## config.mk

```make
export PLATFORM = sky130hd
export DESIGN_NAME = pgpe_fifo
export DESIGN_NICKNAME = d
export VERILOG_FILES = /design/src/hw/rtl/pgpe_pkg.sv /design/src/hw/rtl/pgpe_fifo.sv
export SDC_FILE = /design/constraint.sdc
export NUM_CORES = 1
export LEC_CHECK = 0
export ABC_AREA = 0
export BUFFER_PORTS_ARGS = -buffer_cell sky130_fd_sc_hd__buf_4
export CORE_MARGIN = 10
export CORE_UTILIZATION = 47
export DETAILED_ROUTE_END_ITERATION = 12
export PLACE_DENSITY = 0.81
export SLEW_MARGIN = 30
export SYNTH_ARGS = -nofsm -noshare
export SYNTH_HDL_FRONTEND = slang
export SYNTH_SLANG_ARGS = --single-unit
export TNS_END_PERCENT = 1
```

## constraint.sdc

```tcl
create_clock -name clk -period 8.16 [get_ports clk]
set_input_delay 2.04 -clock clk [delete_from_list [all_inputs] [get_ports clk]]
set_output_delay 2.04 -clock clk [all_outputs]
set_load 0.005 [all_outputs]
```

## src/hw/rtl/pgpe_pkg.sv

```systemverilog
`timescale 1ns / 1ps
package pgpe_pkg;

  // widest grid address over the whole parameter range (4096 rows by 65536 sites)
  localparam int ADDR_MAX_W = 28;

  // result status codes
  localparam logic [1:0] ST_DONE     = 2'd0;
  localparam logic [1:0] ST_CONFLICT = 2'd1;
  localparam logic [1:0] ST_SKIP     = 2'd2;
  localparam logic [1:0] ST_OOG      = 2'd3;

  // orientation codes
  localparam logic [2:0] ORIENT_N  = 3'd0;
  localparam logic [2:0] ORIENT_FS = 3'd1;

  // configuration register indexes
  localparam logic [1:0] CFG_SITE_WIDTH  = 2'd0;
  localparam logic [1:0] CFG_ROW_HEIGHT  = 2'd1;
  localparam logic [1:0] CFG_MULTI_HEIGHT = 2'd2;

  // operation codes
  localparam logic OP_PAINT = 1'b0;
  localparam logic OP_ERASE = 1'b1;

  typedef enum logic [1:0] {
    K_PAINT,
    K_ERASE,
    K_SKIP,
    K_OOG
  } kind_t;

  // classified item handed from front to back
  typedef struct packed {
    kind_t                 kind;
    logic [19:0]           owner;
    logic [ADDR_MAX_W-1:0] base;
    logic [15:0]           xstep;
    logic [15:0]           ystep;
    logic [25:0]           x_coord;
    logic [23:0]           y_coord;
    logic                  orient_set;
    logic [2:0]            orient;
  } item_t;

  typedef struct packed {
    logic [1:0]  status;
    logic [19:0] conflict_owner;
    logic [25:0] x_coord;
    logic [23:0] y_coord;
    logic        orient_set;
    logic [2:0]  orient;
  } res_t;

  typedef enum logic [2:0] {
    F_IDLE,
    F_DIVX,
    F_WX,
    F_DIVY,
    F_WY,
    F_PUSH
  } front_state_t;

  typedef enum logic [2:0] {
    B_CLEAR,
    B_IDLE,
    B_CHK_RD,
    B_CHK_EV,
    B_WR
  } back_state_t;

endpackage

```

## src/hw/rtl/pgpe_fifo.sv

```systemverilog
`timescale 1ns / 1ps
module pgpe_fifo
  import pgpe_pkg::*;
(
  input  logic  clk,
  input  logic  rst,
  input  logic  push,
  input  item_t din,
  input  logic  pop,
  output item_t dout,
  output logic  full,
  output logic  empty
);

  item_t      slot [2];
  logic       wp;
  logic       rp;
  logic [1:0] cnt;

  assign full  = (cnt == 2'd2);
  assign empty = (cnt == 2'd0);
  assign dout  = slot[rp];

  // pointers and fill level
  always_ff @(posedge clk) begin
    if (rst) begin
      wp  <= 1'b0;
      rp  <= 1'b0;
      cnt <= 2'd0;
    end else begin
      if (push) wp <= ~wp;
      if (pop)  rp <= ~rp;
      cnt <= cnt + {1'b0, push} - {1'b0, pop};
    end
  end

  always_ff @(posedge clk) begin
    if (push) slot[wp] <= din;
  end

endmodule

```

==> metrics.md <==
| Metric | Value |
|---|---|
| Sink Count | `277` |
| Min Tclk post-route | `4.63 ns` |
| Reg2reg path depth | `3` |
| Worst path required time | `6.12 ns` |
| # rows | `53` |
| Synth cell types | `13` |
| Max Cap Viol | `0` |
| ANT nets after route | `0` |
| CP Max Fanout | `50` |
| Final slew viol count | `0` |
| CTS tree | `yes` |
| Wire per inst | `21.0 microns` |
| Power, Total | `0.00326 W` |
| Post-synthesis compound-gate area fraction | `0%` |
| Most frequent CP cell | `buf_4` |
| CP max-delay cell | `dfxtp_4` |
| Clock transition at path regs | `0.06 ns` |
| Avg Vias per Cell | `4.98` |
| Fmax | `216 MHz` |
| Combinational family with the most area after synthesis | `multiplexers` |
| Vias in the first global route | `5703` |
| Crit start category | `flop` |
| Root buffer cell | `clkbuf_16` |
| Number of synthesized flops with an enable pin | `272` |
| Final Skew | `0.00747 ns` |
| Routability Congestion | `0.779` |
| Cell Chain, Critical Path | `buf_4 > mux2_2 > buf_4` |
| TritonCTS Buffers | `27` |
| YS warnings | `0` |
| Status | `completed` |
| Core region area | `0.0212 sq mm` |
| Initial Utilization | `48.1%` |
| Seq/Total Area, Yosys | `81.2%` |
| Ranking of synthesized cells by area | `edfxtp_1 (80%), mux2_2 (11%), mux2_4 (5.9%), dfxtp_1 (0.98%), buf_6 (0.66%)` |
| CP delay by family, top | `buffers and inverters` |
| Final Routed Wirelength | `21800 microns` |
| Area share of the largest cell type after synthesis | `80.2%` |
| Post-synthesis xor/xnor area fraction | `0.393%` |
| Synth cell count leaders | `edfxtp_1 (272), mux2_2 (96), mux2_4 (40)` |
| First-pass GRT wire length | `32600 microns` |
| Period utilization | `56.7%` |
| Worst slew pin tran | `0.852 ns` |
| Die width | `167 microns` |
| Cell depth of the worst setup path | `3` |
| Hold Violations, Final | `0` |
| Adder-Cell Fraction of Synth Area | `0.246%` |
| CP max stage delay | `0.76 ns` |
| Die area | `0.0279 sq mm` |
| Dominant cell type by area after synthesis | `edfxtp_1` |
| Post-synthesis mux area share | `16.5%` |
| Largest net degree at the start of global routing | `75` |
| Worst Path Arrival | `2.59 ns` |
| Hold Crit Depth | `2` |
| Initial antenna violation count | `1` |
| Mapped Cells | `444` |
| FILL cells | `1455` |
| DR iter-0 viols | `267` |
| #FFs+latches synth | `277` |
| CTS Buffer Depth | `3` |
| Unrepaired setup endpoints after global routing | `no` |
| Synth Cell Area | `0.0102 sq mm` |
| I/O pin total | `278` |
| DP HPWL | `15500 microns` |
| Post-Synth Simple-Gate Area | `0.430%` |
| WHS | `0.539 ns` |
| Grt ovf | `0` |
| Pleak | `5.11 nW` |
| Peak VDD IR | `0.164 mV` |
| Final setup viols | `0` |
| Height of the die | `167 microns` |
| Setup Crit Path Kind | `reg2out` |
| Port Buffer Count | `277` |
| Layout area overhead | `32.0%` |
| Hold_buf cts | `0` |
| Slew margin rel. | `43.2%` |
| Worst setup EP type | `output port` |
| Latest clock arrival within the worst-skew pair | `0.51 ns` |
| Ys async rst share | `0%` |
| Commonest register cell after synthesis | `edfxtp_1` |
| Via count | `5165` |
| 1st-pass router iterations | `4` |
| Fin Setup TNS | `0 ns` |
| H-tree Lvls | `1` |
| Mapped Nets | `586` |
| Power per cell area | `242 mW/mm^2` |
| Top-count cell post-synth | `edfxtp_1` |
| Layout cells sized above 1 | `60.0%` |
| Hold/Removal Path Class | `reg2reg` |
| Buffers & Inverters on Critical Path | `2` |
| GRT Total Usage | `14.6%` |
| Setup Fix Bufs, Post-CTS | `0` |
| Nets | `884` |
| Syn Area/Cell | `22.9 sq um` |
| Cts repair resizes | `0` |
| DRC viols | `0` |
-- worst paths after layout --
path	slack (ns)	start	endpoint
worst min-delay path	0.54	rp	rp
worst min register to register	0.54	rp	rp
worst max register to register	5.86	wp	slot[1][32]
worst max-delay path	3.53	flop	dout[88]
-- sequential cells by signal, summed over array words and instances (netlist names), named ones only --
| register | flops |
|---|---|
| cnt | 2 |
| rp | 1 |
| slot | 272 |
| wp | 1 |
-- cell type report --
class | count | area [sq um] | area share (%)
repair buffers | 284 | 2170 | 16.2
diodes | 1 | 2.50 | 0.0186
clock buffers | 33 | 698 | 5.19
flip-flops and latches | 277 | 8270 | 61.5
well taps | 275 | 344 | 2.56
multi-input cells | 150 | 1800 | 13.4
inverters | 2 | 7.51 | 0.0559
clock inverters | 16 | 144 | 1.07
-- power breakdown --
group	switching [W]	internal, W
Clock	0.000473	0.000698
Combinational	0.000162	0.000231
Sequential	0.0000303	0.00166
Total	0.000665	0.00259
-- layout by cell type (no fill, tap or decap) --
cell type and n:
buf_4 282, edfxtp_1 272, mux2_2 96, mux2_4 40
clkbuf_16 27, clkinv_1 9, clkbuf_1 6, nor2_1 5
clkinv_2 4, dfxtp_1 4, bufinv_16 3, inv_1 2
nor2b_1 2, xnor2_1 2, ha_1 2, buf_16 2
diode_2 1, and2_4 1, nor2b_4 1, xnor3_1 1
dfxtp_4 1
-- per-layer routing --
| layer | global-route usage [%] | vias to the layer above | wire length [microns] | part of all wire (%) |
|---|---|---|---|---|
| li1 | - | 2358 | - | - |
| met1 | 16.9 | 2543 | 8240 | 38 |
| met2 | 24.8 | 235 | 10800 | 50 |
| met3 | 5.69 | 29 | 2290 | 11 |
| met4 | 3.94 | 0 | 436 | 2.0 |
| met5 | 0 | - | 0 | 0 |
-- worst min-delay path, delay by kind of cell (launching register included) --
| kind | cells | cell delay [ns] |
|---|---|---|
| and+or+nand+nor | 1 | 0.08 |
| DFF | 1 | 0.32 |
| xor gates and xnor gates | 1 | 0.10 |
-- through the flow --
step | std cells | utilization [%] | worst slack [ns] | instance area, sq um
2_1_floorplan | 444 | - | 2.14 | 10200
3_3_place_gp | 986 | 59.3 | 3.94 | 12500
3_5_place_dp | 987 | 59.4 | 3.87 | 12600
6_report | 1038 | 63.5 | 3.53 | 13400
4_1_cts | 1036 | 63.4 | 3.49 | 13400
5_1_grt | 1038 | 63.5 | 3.39 | 13400
-- logic make-up after synthesis --
| family | count (synthesis) |
|---|---|
| xor gates and xnor gates | 3 |
| adders and majority gates | 2 |
| muxes | 136 |
| and+or+nand+nor | 9 |
| buffers and inverters | 17 |
| DFF | 277 |
(Power assumes the default switching activity.)
