===== config.mk =====
export PLATFORM = sky130hd
export DESIGN_NAME = pgpe_front
export DESIGN_NICKNAME = d
export VERILOG_FILES = /design/src/hw/rtl/pgpe_pkg.sv /design/src/hw/rtl/pgpe_div.sv /design/src/hw/rtl/pgpe_front.sv
export SDC_FILE = /design/constraint.sdc
export NUM_CORES = 1
export LEC_CHECK = 0
export ABC_AREA = 1
export BUFFER_PORTS_ARGS = -buffer_cell sky130_fd_sc_hd__buf_2
export CAP_MARGIN = 5
export CORE_ASPECT_RATIO = 1.4
export CORE_MARGIN = 2
export CORE_UTILIZATION = 45
export DETAILED_ROUTE_END_ITERATION = 10
export PLACE_DENSITY = 0.74
export SLEW_MARGIN = 10
export SYNTH_ARGS = -nofsm -noshare
export SYNTH_HDL_FRONTEND = slang
export SYNTH_SLANG_ARGS = --single-unit

===== constraint.sdc =====
create_clock -name clk -period 15.9 [get_ports clk]
set_input_delay 0.795 -clock clk [delete_from_list [all_inputs] [get_ports clk]]
set_output_delay 0.795 -clock clk [all_outputs]
set_load 0.1 [all_outputs]

===== src/hw/rtl/pgpe_pkg.sv =====
`timescale 1ns / 1ps
package pgpe_pkg;

  // widest grid address over the whole parameter range (4096 rows by 65536 sites)
  localparam int ADDR_MAX_W = 28;

  // result status codes
  localparam logic [1:0] ST_DONE     = 2'd0;
  localparam logic [1:0] ST_CONFLICT = 2'd1;
  localparam logic [1:0] ST_SKIP     = 2'd2;
  localparam logic [1:0] ST_OOG      = 2'd3;

  // orientation codes
  localparam logic [2:0] ORIENT_N  = 3'd0;
  localparam logic [2:0] ORIENT_FS = 3'd1;

  // configuration register indexes
  localparam logic [1:0] CFG_SITE_WIDTH  = 2'd0;
  localparam logic [1:0] CFG_ROW_HEIGHT  = 2'd1;
  localparam logic [1:0] CFG_MULTI_HEIGHT = 2'd2;

  // operation codes
  localparam logic OP_PAINT = 1'b0;
  localparam logic OP_ERASE = 1'b1;

  typedef enum logic [1:0] {
    K_PAINT,
    K_ERASE,
    K_SKIP,
    K_OOG
  } kind_t;

  // classified item handed from front to back
  typedef struct packed {
    kind_t                 kind;
    logic [19:0]           owner;
    logic [ADDR_MAX_W-1:0] base;
    logic [15:0]           xstep;
    logic [15:0]           ystep;
    logic [25:0]           x_coord;
    logic [23:0]           y_coord;
    logic                  orient_set;
    logic [2:0]            orient;
  } item_t;

  typedef struct packed {
    logic [1:0]  status;
    logic [19:0] conflict_owner;
    logic [25:0] x_coord;
    logic [23:0] y_coord;
    logic        orient_set;
    logic [2:0]  orient;
  } res_t;

  typedef enum logic [2:0] {
    F_IDLE,
    F_DIVX,
    F_WX,
    F_DIVY,
    F_WY,
    F_PUSH
  } front_state_t;

  typedef enum logic [2:0] {
    B_CLEAR,
    B_IDLE,
    B_CHK_RD,
    B_CHK_EV,
    B_WR
  } back_state_t;

endpackage


===== src/hw/rtl/pgpe_div.sv =====
`timescale 1ns / 1ps
module pgpe_div
  import pgpe_pkg::*;
(
  input  logic        clk,
  input  logic        rst,
  input  logic        go,
  input  logic [15:0] dividend,
  input  logic [15:0] divisor,
  output logic        done,
  output logic [15:0] quotient_ceil
);

  logic        run;
  logic [3:0]  count;
  logic [15:0] rem;
  logic [15:0] quo;
  logic [15:0] dvs;
  logic [16:0] shifted;
  logic [16:0] diff;
  logic [16:0] q_up;

  // one restoring step: shift in the next dividend bit, subtract if it fits
  assign shifted = {rem, quo[15]};
  assign diff    = shifted - {1'b0, dvs};

  always_ff @(posedge clk) begin
    if (rst) begin
      run   <= 1'b0;
      done  <= 1'b0;
      count <= '0;
    end else begin
      done <= 1'b0;
      if (go) begin
        run   <= 1'b1;
        count <= 4'd15;
        rem   <= '0;
        quo   <= dividend;
        dvs   <= divisor;
      end else if (run) begin
        if (!diff[16]) begin
          rem <= diff[15:0];
          quo <= {quo[14:0], 1'b1};
        end else begin
          rem <= shifted[15:0];
          quo <= {quo[14:0], 1'b0};
        end
        count <= count - 4'd1;
        if (count == 4'd0) begin
          run  <= 1'b0;
          done <= 1'b1;
        end
      end
    end
  end

  // round up when a remainder is left
  assign q_up          = {1'b0, quo} + {16'd0, (rem != 16'd0)};
  assign quotient_ceil = q_up[15:0];

endmodule


===== src/hw/rtl/pgpe_front.sv =====
`timescale 1ns / 1ps
module pgpe_front
  import pgpe_pkg::*;
#(
  parameter int GRID_ROWS  = 256,
  parameter int GRID_SITES = 1024
) (
  input  logic        clk,
  input  logic        rst,
  input  logic        start,
  output logic        front_busy,
  input  logic        op,
  input  logic [19:0] cell_id,
  input  logic [9:0]  x_site,
  input  logic [7:0]  y_row,
  input  logic [15:0] cell_width,
  input  logic [15:0] cell_height,
  input  logic        cell_fixed,
  input  logic        cell_placed,
  input  logic        cell_top_power,
  input  logic        row_top_power,
  input  logic [2:0]  row_orient,
  input  logic [15:0] site_width,
  input  logic [15:0] row_height,
  input  logic        multi_height_mode,
  input  logic        q_full,
  output logic        q_push,
  output item_t       q_item
);

  front_state_t state, state_next;

  logic        op_r;
  logic [19:0] id_r;
  logic [9:0]  xs_r;
  logic [7:0]  yr_r;
  logic [15:0] cw_r;
  logic [15:0] ch_r;
  logic        fixed_r;
  logic        placed_r;
  logic        ctp_r;
  logic        rtp_r;
  logic [2:0]  rori_r;
  logic [15:0] xstep;
  logic [15:0] ystep;

  logic        div_go;
  logic        div_done;
  logic [15:0] div_a;
  logic [15:0] div_b;
  logic [15:0] div_q;
  logic [15:0] sw1;
  logic [15:0] rh1;
  logic        accept;
  logic        skip;
  logic        oog;
  logic [31:0] base_full;

  // zero size registers act as one
  assign sw1    = (site_width == 16'd0) ? 16'd1 : site_width;
  assign rh1    = (row_height == 16'd0) ? 16'd1 : row_height;
  assign accept = start && (state == F_IDLE);
  assign front_busy = (state != F_IDLE);

  pgpe_div u_div (
    .clk           (clk),
    .rst           (rst),
    .go            (div_go),
    .dividend      (div_a),
    .divisor       (div_b),
    .done          (div_done),
    .quotient_ceil (div_q)
  );

  // state register
  always_ff @(posedge clk) begin
    if (rst) begin
      state <= F_IDLE;
    end else begin
      state <= state_next;
    end
  end

  // item capture and step counts
  always_ff @(posedge clk) begin
    if (accept) begin
      op_r     <= op;
      id_r     <= cell_id;
      xs_r     <= x_site;
      yr_r     <= y_row;
      cw_r     <= cell_width;
      ch_r     <= cell_height;
      fixed_r  <= cell_fixed;
      placed_r <= cell_placed;
      ctp_r    <= cell_top_power;
      rtp_r    <= row_top_power;
      rori_r   <= row_orient;
    end
    if (state == F_WX && div_done) begin
      xstep <= div_q;
    end
    if (state == F_WY && div_done) begin
      ystep <= div_q;
    end
  end

  // classification
  assign skip = (op_r == OP_ERASE) && (fixed_r || !placed_r);
  assign oog  = (32'(xs_r) >= GRID_SITES) || (32'(yr_r) >= GRID_ROWS) ||
                (32'(xs_r) + 32'(xstep) > GRID_SITES) ||
                (32'(yr_r) + 32'(ystep) > GRID_ROWS);
  assign base_full = 32'(yr_r) * GRID_SITES + 32'(xs_r);

  always_comb begin
    if (skip) begin
      q_item.kind = K_SKIP;
    end else if (oog) begin
      q_item.kind = K_OOG;
    end else if (op_r == OP_ERASE) begin
      q_item.kind = K_ERASE;
    end else begin
      q_item.kind = K_PAINT;
    end
    q_item.owner   = id_r;
    q_item.base    = base_full[ADDR_MAX_W-1:0];
    q_item.xstep   = xstep;
    q_item.ystep   = ystep;
    q_item.x_coord = 26'(xs_r) * 26'(sw1);
    q_item.y_coord = 24'(yr_r) * 24'(rh1);
    if (multi_height_mode) begin
      q_item.orient_set = ystep[0];
      if (!ystep[0]) begin
        q_item.orient = ORIENT_N;
      end else if (rtp_r != ctp_r) begin
        q_item.orient = ORIENT_FS;
      end else begin
        q_item.orient = ORIENT_N;
      end
    end else begin
      q_item.orient_set = 1'b1;
      q_item.orient     = rori_r;
    end
  end

  // sequencer: two divisions, then hand over
  always_comb begin
    state_next = state;
    div_go     = 1'b0;
    div_a      = cw_r;
    div_b      = sw1;
    q_push     = 1'b0;
    case (state)
      F_IDLE: begin
        if (accept) state_next = F_DIVX;
      end
      F_DIVX: begin
        div_go     = 1'b1;
        state_next = F_WX;
      end
      F_WX: begin
        if (div_done) state_next = F_DIVY;
      end
      F_DIVY: begin
        div_go     = 1'b1;
        div_a      = ch_r;
        div_b      = rh1;
        state_next = F_WY;
      end
      F_WY: begin
        if (div_done) state_next = F_PUSH;
      end
      F_PUSH: begin
        if (!q_full) begin
          q_push     = 1'b1;
          state_next = F_IDLE;
        end
      end
      default: state_next = F_IDLE;
    endcase
  end

endmodule


==> flow_summary_export.csv, run 1 <==
group,metric,value,unit
critical_path,rr_endpoint,"u_div.quo[11]",
sta,finalSetupViolCount,0,
floorplan,die_h,243,um
floorplan,dieArea,42600,um^2
yosys,synth_cells,2269,
yosys,async_flop_share,0,
hold_path,hold_path_class,"flop to flop",
floorplan,start_util,0.456,
critical_path,cp_slowest_cell,"fa_1",
drt,drt-initial-drc-count,931,
drt,vias_per_cell,5.10,
sta,fin_setup_tns,0,ns
sta,fin_crit,7.26,ns
final_layout,drive_gt1_frac,0.128,
critical_path,cp.arrival,6.46,ns
sta,final-hold-violation-count,0,
yosys,synth_top_area_frac,0.257,
clock_tree,cts_root_buf,"clkbuf_16",
global_routing,grt_overflow,0,
drt,wl_per_cell,16.0,um
clock_tree,clkSlewWorstSetupHoldPaths,0.07,ns
global_routing,grt_pass1_vias,15900,
final_layout,utilization,0.510,
yosys,synth_area,18400,um^2
final_layout,area_delta_synth_final,11.7,%
hold_path,min_to,"u_div.quo[1]",
yosys,ys_top_cells_by_count,"nand2_1, inv_1, fa_1",
sta,fmax,0.138,GHz
clock_tree,cts_tree,"done",
yosys,yosysWarnings,0,
clock_tree,worst_skew_pair.late_latency,0.44,ns
critical_path,reg2reg_slack,13.06,ns
clock_tree,cts_max_level,4,
placement,portBuffers,242,
critical_path,cpPeakStageDelay,0.55,ns
yosys,synth_seq_cells,167,
global_routing,grt_pass1_wl,77700,um
clock_tree,cts_hold_buf,0,
yosys,synth-seq-area-share,0.267,
drt,routed_wl,48300,um
critical_path,crit_chain,"buf_2, nor4_1, nand4_1, nand2_1, nand2_1, fa_1, fa_1, inv_1, fa_1, fa_1, inv_1, fa_1, inv_1, ha_1, nand2_1, inv_1, a21oi_1, o21ai_0, a21oi_1, o21bai_1, a21oi_1, xnor2_1, buf_2",
floorplan,io_pins,253,
sta,tightest_slew,0.968,ns
global_routing,track_usage,0.231,
sta,grt_setup_unrepaired,"no",
clock_tree,clock_sinks,167,
global_routing,antenna_found_initial,3,
yosys,synth_enable_flop_cells,158,
placement,hpwl,39300,um
sta,skew,0.00981,ns
placement,gp_congestion,0.895,
drt,dr.max_layer_used,"met5",
yosys,ys_types,55,
critical_path,start_kind,"primary input",
floorplan,row_count,87,
critical_path,critPathCaptureType,"output pin",
clock_tree,cts_buffers,17,
critical_path,rr_worst_depth,8,
critical_path,crit_type,"primary input to output pin",
drt,met1_length,17700,um
yosys,yosys-top-cells-area,"edfxtp_1, fa_1, nand2_1, inv_1, ha_1",
drt,vias,15400,
drt,routed-wl-met2,25600,um
hold_path,hold_start,"ch_r[1]",
run,cap_violations,0,
clock_tree,post_cts_resize_count,0,
final_layout,fillers,3868,
critical_path,worstPathRequired,15.11,ns
sta,slew_headroom,0.354,
sta,fin_ws,8.64,ns
critical_path,worstPathMaxFanout,12,
sta,drv_slew,0,
clock_tree,max-clock-path-buffers,2,
drt,drc_errors,0,
yosys,synth_largest_area_cell,"edfxtp_1",
drt,drtAntennaViolNets,0,
outcome,status,"completed",
final_layout,nets,2915,
clock_tree,cts_setup_buffers,0,
placement,post-place-ws,8.67,ns
yosys,syn_avg_cell_area,8.12,um^2
drt,met3WireLength,2550,um
hold_path,holdPathStages,2,
yosys,synth_most_common_cell,"nand2_1",
yosys,yosys_most_used_dff,"edfxtp_1",
global_routing,grt_max_degree,68,
drt,dr.pass1.iters,5,
floorplan,fp.coreArea,40400,um^2
critical_path,cp_common_cell,"fa_1",
sta,fin_crit_sh,0.457,
floorplan,die_w,175,um
critical_path,r2r-start,"state[0]",
==> per-layer routing <==
layer,vias up,track usage
li1,7303,-
met1,7405,0.254
met2,513,0.431
met3,132,0.0297
met4,6,0.119
met5,-,0
==> metrics by stage <==
stage	cells	cell area, um^2	hold slack (ns)
after floorplan	2278	18500	0.467
after global placement	2976	20000	0.493
after detailed placement	2976	20000	0.514
after CTS	3008	20600	0.506
after global routing	3008	20600	0.510
final	3009	20600	0.522
==> cell type report <==
cell class	count	area (um^2)	area share
clock inverter	14	119	0.00577
timing repair buffer	251	1280	0.0621
antenna	1	2.50	0.000122
inverter	531	2000	0.0969
clock buffer	18	429	0.0208
multi-input combinational	1493	11200	0.543
tap	534	668	0.0324
sequential	167	4920	0.239
==> how the worst max path moves through the flow <==
stage               slack (ns)           start         end  cells after the start
floorplan                 8.07         xs_r[3]  q_item[49]                     21
detailed placement        8.67   site_width[8]  q_item[49]                     23
global placement          8.68  site_width[12]  q_item[49]                     23
CTS                       8.63         xs_r[3]  q_item[52]                     20
finish                    8.64   site_width[5]  q_item[49]                     23
global route              8.19   site_width[8]  q_item[49]                     25
==> critical path, delay by kind of cell <==
family	cells	cell delay (ns)
fa+ha+maj	6	3.04
simple gates	5	0.85
buf+inv	6	0.84
xor+xnor	1	0.13
compound gates	5	0.80
==> sequential cells by signal, summed over array words and instances (netlist names) <==
register     count
xs_r            10
u_div.dvs       16
u_div.done       1
rori_r           3
ch_r            16
id_r            20
xstep           16
op_r             1
ctp_r            1
fixed_r          1
u_div.count      4
u_div.quo       16
cw_r            16
u_div.run        1
yr_r             8
state            3
ystep           16
u_div.rem       16
placed_r         1
rtp_r            1
==> logic make-up (layout without fill, tap and decap cells) <==
family | Yosys count | after routing | synth area share
simple gates | 901 | 901 | 0.204
other cells | 1 | 11 | 0.000203
fa+ha+maj | 339 | 339 | 0.310
flops | 167 | 167 | 0.267
xor+xnor | 74 | 74 | 0.0352
buf+inv | 618 | 814 | 0.129
compound gates | 169 | 169 | 0.0541
==> cell usage in the layout, fill, tap and decap left out, drive strengths merged, types with 3 or more instances in the layout <==
master	n
xnor2	29
dfxtp	9
nand3	85
clkinv	9
a21oi	73
xor2	45
edfxtp	158
a21boi	9
o21bai	7
o211ai	10
nor3	18
nor2	111
conb	10
a31oi	4
clkbuf	18
a21o	10
fa	197
nand4	20
nand3b	7
nand2	637
ha	142
and2	3
inv	535
nor4	15
o21ai	43
o21a	3
buf	251
Power of run 1 is left out: the tool's default activity adds up to more than one toggle a clock period on the data nets, which glitch-free logic cannot reach.
==> inputs of run 2 (changes only) <==
--- a/config.mk
+++ b/config.mk
@@ -5,14 +5,14 @@
 export SDC_FILE = /design/constraint.sdc
 export NUM_CORES = 1
 export LEC_CHECK = 0
-export ABC_AREA = 1
+export ABC_AREA = 0
 export BUFFER_PORTS_ARGS = -buffer_cell sky130_fd_sc_hd__buf_2
 export CAP_MARGIN = 5
 export CORE_ASPECT_RATIO = 1.4
 export CORE_MARGIN = 2
 export CORE_UTILIZATION = 45
 export DETAILED_ROUTE_END_ITERATION = 10
-export PLACE_DENSITY = 0.74
+export PLACE_DENSITY = 0.77
 export SLEW_MARGIN = 10
 export SYNTH_ARGS = -nofsm -noshare
 export SYNTH_HDL_FRONTEND = slang
==> constraint.sdc (replaced) <==
create_clock -name clk -period 5.9 [get_ports clk]
set_input_delay 0.295 -clock clk [delete_from_list [all_inputs] [get_ports clk]]
set_output_delay 0.295 -clock clk [all_outputs]
set_load 0.1 [all_outputs]
==> flow_summary_export.csv, run 2 <==
group,metric,value,unit
outcome,status,"complete, but fails checks",
outcome,violations,"setup timing",
yosys,yosys_most_used_dff,"edfxtp_1",
critical_path,worstPathMaxFanout,5,
clock_tree,worst_skew_pair.late_latency,0.45,ns
critical_path,r2r-start,"u_div.quo[15]",
sta,tightest_slew,1.21,ns
sta,fmax,0.160,GHz
global_routing,track_usage,0.241,
placement,post-place-ws,-0.682,ns
yosys,post_synth_mux_area_share,0.0239,
floorplan,row_count,84,
yosys,synth-seq-area-share,0.286,
yosys,ys_types,57,
floorplan,start_util,0.457,
critical_path,path_delay_family,"adder cells",
critical_path,cp_common_cell,"fa_1",
critical_path,worstPathRequired,5.61,ns
yosys,yosys-top-cells-area,"edfxtp_1, fa_1, ha_1, inv_1, and2_1",
hold_path,hold_path_class,"primary input to flop",
floorplan,die_h,236,um
yosys,synth_top_family_by_area,"adder cells",
placement,gp_congestion,0.947,
sta,final-hold-violation-count,0,
critical_path,cp_num_buf_inv,4,
placement,dp.cells,2490,
drt,wl_per_cell,18.4,um
hold_path,hold_start,"cell_height[4]",
critical_path,rr_endpoint,"u_div.rem[2]",
placement,hpwl,36300,um
critical_path,critPathCaptureType,"output pin",
critical_path,worstSetupEndpoint,"q_item[52]",
global_routing,grt_pass1_wl,75300,um
yosys,synth-xor-area-share,0.0376,
sta,fin_ws,-0.363,ns
clock_tree,clock_sinks,167,
critical_path,reg2reg_slack,2.18,ns
yosys,synth_area,17200,um^2
yosys,synth_seq_cells,167,
global_routing,grt_pass1_vias,14800,
final_layout,largest_reg_flops,20,
clock_tree,clkSlewWorstSetupHoldPaths,0.07,ns
clock_tree,cts_root_buf,"clkbuf_16",
drt,dr.pass1.iters,5,
yosys,syn_avg_cell_area,9.99,um^2
drt,drt-initial-drc-count,848,
yosys,synth_most_common_cell,"inv_1",
yosys,synth_cells,1727,
floorplan,io_pins,253,
run,cap_violations,0,
drt,drc_errors,0,
final_layout,nets,2584,
drt,vias_per_cell,5.41,
final_layout,final_cell_mix,"inv_1, buf_2, nand2_1, fa_1, edfxtp_1",
placement,portBuffers,242,
critical_path,start_kind,"flop",
critical_path,cpPeakStageDelay,0.57,ns
sta,drv_slew,0,
critical_path,critical_path_depth,19,
sta,fin_crit_sh,1.06,
global_routing,grt_overflow,0,
sta,finalSetupViolCount,10,
critical_path,crit_chain,"buf_4, clkbuf_16, nand2_1, fa_1, inv_1, fa_1, fa_1, fa_1, fa_1, ha_4, a21o_1, a21o_1, a21o_1, a221o_1, a211oi_2, o31ai_2, a21oi_2, xnor2_4, buf_12",
global_routing,antenna_found_initial,5,
floorplan,fp.coreArea,37700,um^2
final_layout,regMostFlops,"id_r",
critical_path,rr_worst_depth,13,
drt,vias,14200,
global_routing,grt_max_degree,69,
final_layout,area_delta_synth_final,32.1,%
clock_tree,cts_max_level,4,
critical_path,cp.arrival,5.97,ns
sta,fin_setup_tns,-1.49,ns
sta,skew,0.0112,ns
sta,grt_setup_unrepaired,"yes",
yosys,synth_enable_flop_cells,158,
drt,routed_wl,48200,um
critical_path,crit_type,"flop to output pin",
clock_tree,cts_buffers,17,
floorplan,dieArea,39900,um^2
sta,whs,0.0215,ns
sta,slew_headroom,0.194,
final_layout,layout_commonest_cell,"inv_1",
yosys,async_flop_share,0,
yosys,synth_top_area_frac,0.275,
sta,fin_crit,6.26,ns
yosys,synthAdderAreaFrac,0.332,
yosys,ys_top_cells_by_count,"inv_1, nand2_1, fa_1",
yosys,yosysWarnings,0,
yosys,synth_largest_area_cell,"edfxtp_1",
floorplan,die_w,169,um
critical_path,cp_slowest_cell,"fa_1",
critical_path,critPathLaunch,"xs_r[1]",
clock_tree,cts_tree,"done",
final_layout,drive_gt1_frac,0.286,
yosys,synth_compound_area_frac,0.0863,
yosys,yosys.area_share.simple,0.160,
clock_tree,max-clock-path-buffers,2,
final_layout,final_cells,2621,
drt,drtAntennaViolNets,0,
[run 2: how the worst min path moves through the flow]
stage                     to  slack (ns)  cells past startpoint
global route         id_r[8]     -0.0007                      1
CTS                 id_r[13]     0.00002                      1
global placement     id_r[3]        0.47                      1
finish               ch_r[4]        0.02                      1
floorplan            ch_r[0]        0.39                      0
detailed placement  ch_r[14]        0.47                      1
[run 2: worst register-to-register path, stage by stage (launching register included)]
cell,delay [ns]
edfxtp_1,0.48
inv_1,0.07
ha_1,0.22
fa_1,0.42
nor2b_4,0.17
o2111ai_2,0.13
nand3_1,0.15
a41o_1,0.25
a41o_1,0.27
a2111oi_4,0.10
nor3_1,0.53
buf_4,0.29
nor2_1,0.12
o41ai_1,0.33
[run 2: cell type report]
cell class / count / area, um^2
Antenna cell: 5 / 12.5
Clock buffer: 17 / 425
Clock inverter: 15 / 201
Fill cell: 2943 / 14900
Inverter: 253 / 950
Multi-Input combinational cell: 1240 / 12200
Sequential cell: 167 / 4920
Tap cell: 473 / 592
Timing Repair Buffer: 451 / 3480
[run 2: stage by stage]
stage / utilization / instance area (um^2)
after global placement: 0.551 / 20800
after CTS: 0.589 / 22200
after detailed placement: 0.551 / 20800
after floorplan: - / 18000
final: 0.604 / 22800
after global routing: 0.604 / 22800
[run 2: what timing repair did]
action,in CTS,in global routing
resized for setup,42,58
setup buffers,37,22
setup endpoints to repair,24,18
cloned,0,1
pin swaps,39,35
hold buffers,29,5
endpoints found under the hold margin,29,5
[run 2: cells by family after synthesis]
logic type,Yosys count
AOI/OAI and AO/OA,229
adders and majority gates,339
xor gates and xnor gates,74
DFF,167
and+or+nand+nor,549
muxes,39
other,1
buffers and inverters,329
[run 2: metal layers]
layer / part of all wire / global-route usage
met1: 0.37 / 0.266
met5: 0 / 0
met3: 0.064 / 0.0514
met4: 0.050 / 0.117
met2: 0.52 / 0.436
Power of run 2 is left out for the same reason.
==> inputs of run 3 (changes only) <==
--- a/config.mk
+++ b/config.mk
@@ -16,4 +16,5 @@
 export SLEW_MARGIN = 10
 export SYNTH_ARGS = -nofsm -noshare
 export SYNTH_HDL_FRONTEND = slang
+export SYNTH_HIERARCHICAL = 1
 export SYNTH_SLANG_ARGS = --single-unit
==> flow_summary_export.csv, run 3 <==
group,metric,value,unit
yosys,synth-seq-area-share,0.278,
yosys,synth_seq_cells,167,
placement,gp_congestion,0.915,
outcome,status,"complete, but fails checks",
final_layout,layout_commonest_cell,"inv_1",
clock_tree,cts_max_level,4,
clock_tree,cts_root_buf,"clkbuf_16",
global_routing,grt_pass1_wl,78000,um
drt,dr.pass1.iters,5,
drt,routed_wl,49800,um
clock_tree,clock_sinks,167,
yosys,ys_types,84,
clock_tree,cts_tree,"done",
sta,drv_slew,0,
critical_path,worstPathMaxFanout,4,
critical_path,critPathCaptureType,"output pin",
drt,vias,14600,
yosys,synth_cells,1765,
floorplan,dieArea,41100,um^2
final_layout,drive_gt1_frac,0.298,
clock_tree,max-clock-path-buffers,2,
hold_path,hold_path_class,"primary input to flop",
placement,portBuffers,242,
sta,skew,0.00893,ns
run,cap_violations,0,
global_routing,grt_pass1_vias,15300,
critical_path,worstPathRequired,5.61,ns
yosys,yosysWarnings,6,
yosys,ys_top_cells_by_count,"inv_1, fa_1, nand2_1",
clock_tree,cts_buffers,17,
drt,drtAntennaViolNets,0,
final_layout,regMostFlops,"id_r",
drt,drc_errors,0,
yosys,synth_most_common_cell,"inv_1",
drt,vias_per_cell,5.47,
global_routing,grt_max_degree,56,
global_routing,grt_overflow,0,
yosys,yosys_most_used_dff,"edfxtp_1",
critical_path,r2r-start,"state[0]",
sta,fmax,0.161,GHz
sta,slew_headroom,0.255,
final_layout,nets,2575,
placement,hpwl,39600,um
floorplan,start_util,0.453,
hold_path,hold_start,"cell_width[0]",
critical_path,start_kind,"flop",
drt,drt-initial-drc-count,895,
sta,grt_setup_unrepaired,"yes",
critical_path,cp.arrival,5.93,ns
sta,tightest_slew,1.12,ns
floorplan,die_h,239,um
yosys,yosys-top-cells-area,"edfxtp_1, fa_1, ha_1, inv_1, and2_1",
yosys,syn_avg_cell_area,10.1,um^2
floorplan,io_pins,253,
sta,final-hold-violation-count,0,
sta,finalSetupViolCount,10,
floorplan,row_count,86,
clock_tree,clkSlewWorstSetupHoldPaths,0.07,ns
outcome,violations,"setup timing",
sta,fin_ws,-0.320,ns
final_layout,final_cell_mix,"inv_1, buf_2, fa_1, nand2_1, edfxtp_1",
yosys,async_flop_share,0,
clock_tree,worst_skew_pair.late_latency,0.44,ns
global_routing,antenna_found_initial,2,
yosys,synth_enable_flop_cells,158,
yosys,synth_area,17700,um^2
clock_tree,cts_hold_buf,0,
yosys,synth_top_area_frac,0.267,
floorplan,die_w,172,um
sta,fin_crit_sh,1.05,
critical_path,crit_type,"flop to output pin",
final_layout,largest_reg_flops,20,
final_layout,area_delta_synth_final,28.5,%
drt,wl_per_cell,18.7,um
floorplan,fp.coreArea,39200,um^2
critical_path,critPathLaunch,"xs_r[4]",
global_routing,track_usage,0.244,
yosys,synth_largest_area_cell,"edfxtp_1",
sta,fin_crit,6.22,ns
placement,post-place-ws,-0.188,ns
## run 3: cell count changes in the layout (fill, tap and decap cells not counted), moves of 6 or more
cell           delta
buf_4             -9
mux2_2           +30
nand2_2           -6
a31oi_1           +8
a311oi_1          +6
and3_1            +6
dlygate4sd3_1    -34
a21oi_1           +9
nand2_1          -11
o21a_1           -14
mux2i_1          -19
xnor2_1          -14
## run 3: cells by family after synthesis
group / Yosys count / synth area share
multiplexers: 50 / 0.0316
other: 1 / 0.000211
buffers and inverters: 339 / 0.0749
AND/OR/NAND/NOR: 533 / 0.155
AO/OA/AOI/OAI: 267 / 0.104
XOR/XNOR: 69 / 0.0341
adder cells (fa/ha/maj): 339 / 0.322
flip-flops: 167 / 0.278
## run 3: layout make-up
type | instances | area [um^2]
inverter | 261 | 982
fill | 3203 | 16400
clock inverter | 15 | 145
timing repair buffer | 406 | 3000
antenna | 1 | 2.50
clock buffer | 17 | 425
sequential | 167 | 4920
multi-input combinational | 1268 | 12700
tap | 528 | 661
## run 3: critical path, cell delays in order, from the launching register on
cell      delay (ns)
edfxtp_1        0.45
buf_6           0.17
and2_4          0.13
fa_1            0.49
fa_1            0.58
fa_2            0.45
fa_1            0.51
inv_1           0.06
fa_1            0.50
inv_2           0.05
ha_4            0.24
a21o_1          0.18
a21oi_4         0.16
o31ai_2         0.09
a21o_1          0.20
a2111o_1        0.42
a31o_2          0.27
a21oi_4         0.18
xnor2_4         0.15
buf_12          0.19
## run 3: final timing paths
path	endpoint	slack, ns	cells after the start
max reg2reg	u_div/dvs[2]	2.63	4
min reg2reg	u_div/done	0.48	1
max	q_item[52]	-0.32	19
min	cw_r[0]	0.02	1
## run 3: metal layers
layer  track usage  part of all wire  vias to the layer above
met4         0.130             0.052                        2
met3        0.0359             0.063                      173
met1         0.277              0.36                     7164
li1              -                 -                     6615
met2         0.437              0.53                      607
met5             0           0.00016                        -
## run 3: what timing repair did
action,in CTS,in global routing
gates resized for setup,31,61
endpoints found under the hold margin,0,0
endpoints found under the setup margin,20,22
pin swaps,12,52
buffers inserted,35,15
## run 3: per-stage QoR
| stage | cell area, um^2 | instances | setup TNS (ns) | util | hold WS [ns] |
|---|---|---|---|---|---|
| after floorplan | 18600 | 1774 | -2.97 | - | 0.364 |
| after global placement | 21400 | 2580 | -0.384 | 0.547 | 0.462 |
| after detailed placement | 21400 | 2580 | -0.598 | 0.547 | 0.466 |
| after CTS | 22400 | 2647 | -1.01 | 0.572 | 0.0105 |
| after global routing | 22800 | 2663 | -4.15 | 0.582 | 0.00796 |
| final | 22800 | 2663 | -1.68 | 0.582 | 0.0238 |
Power of run 3 is left out for the same reason.
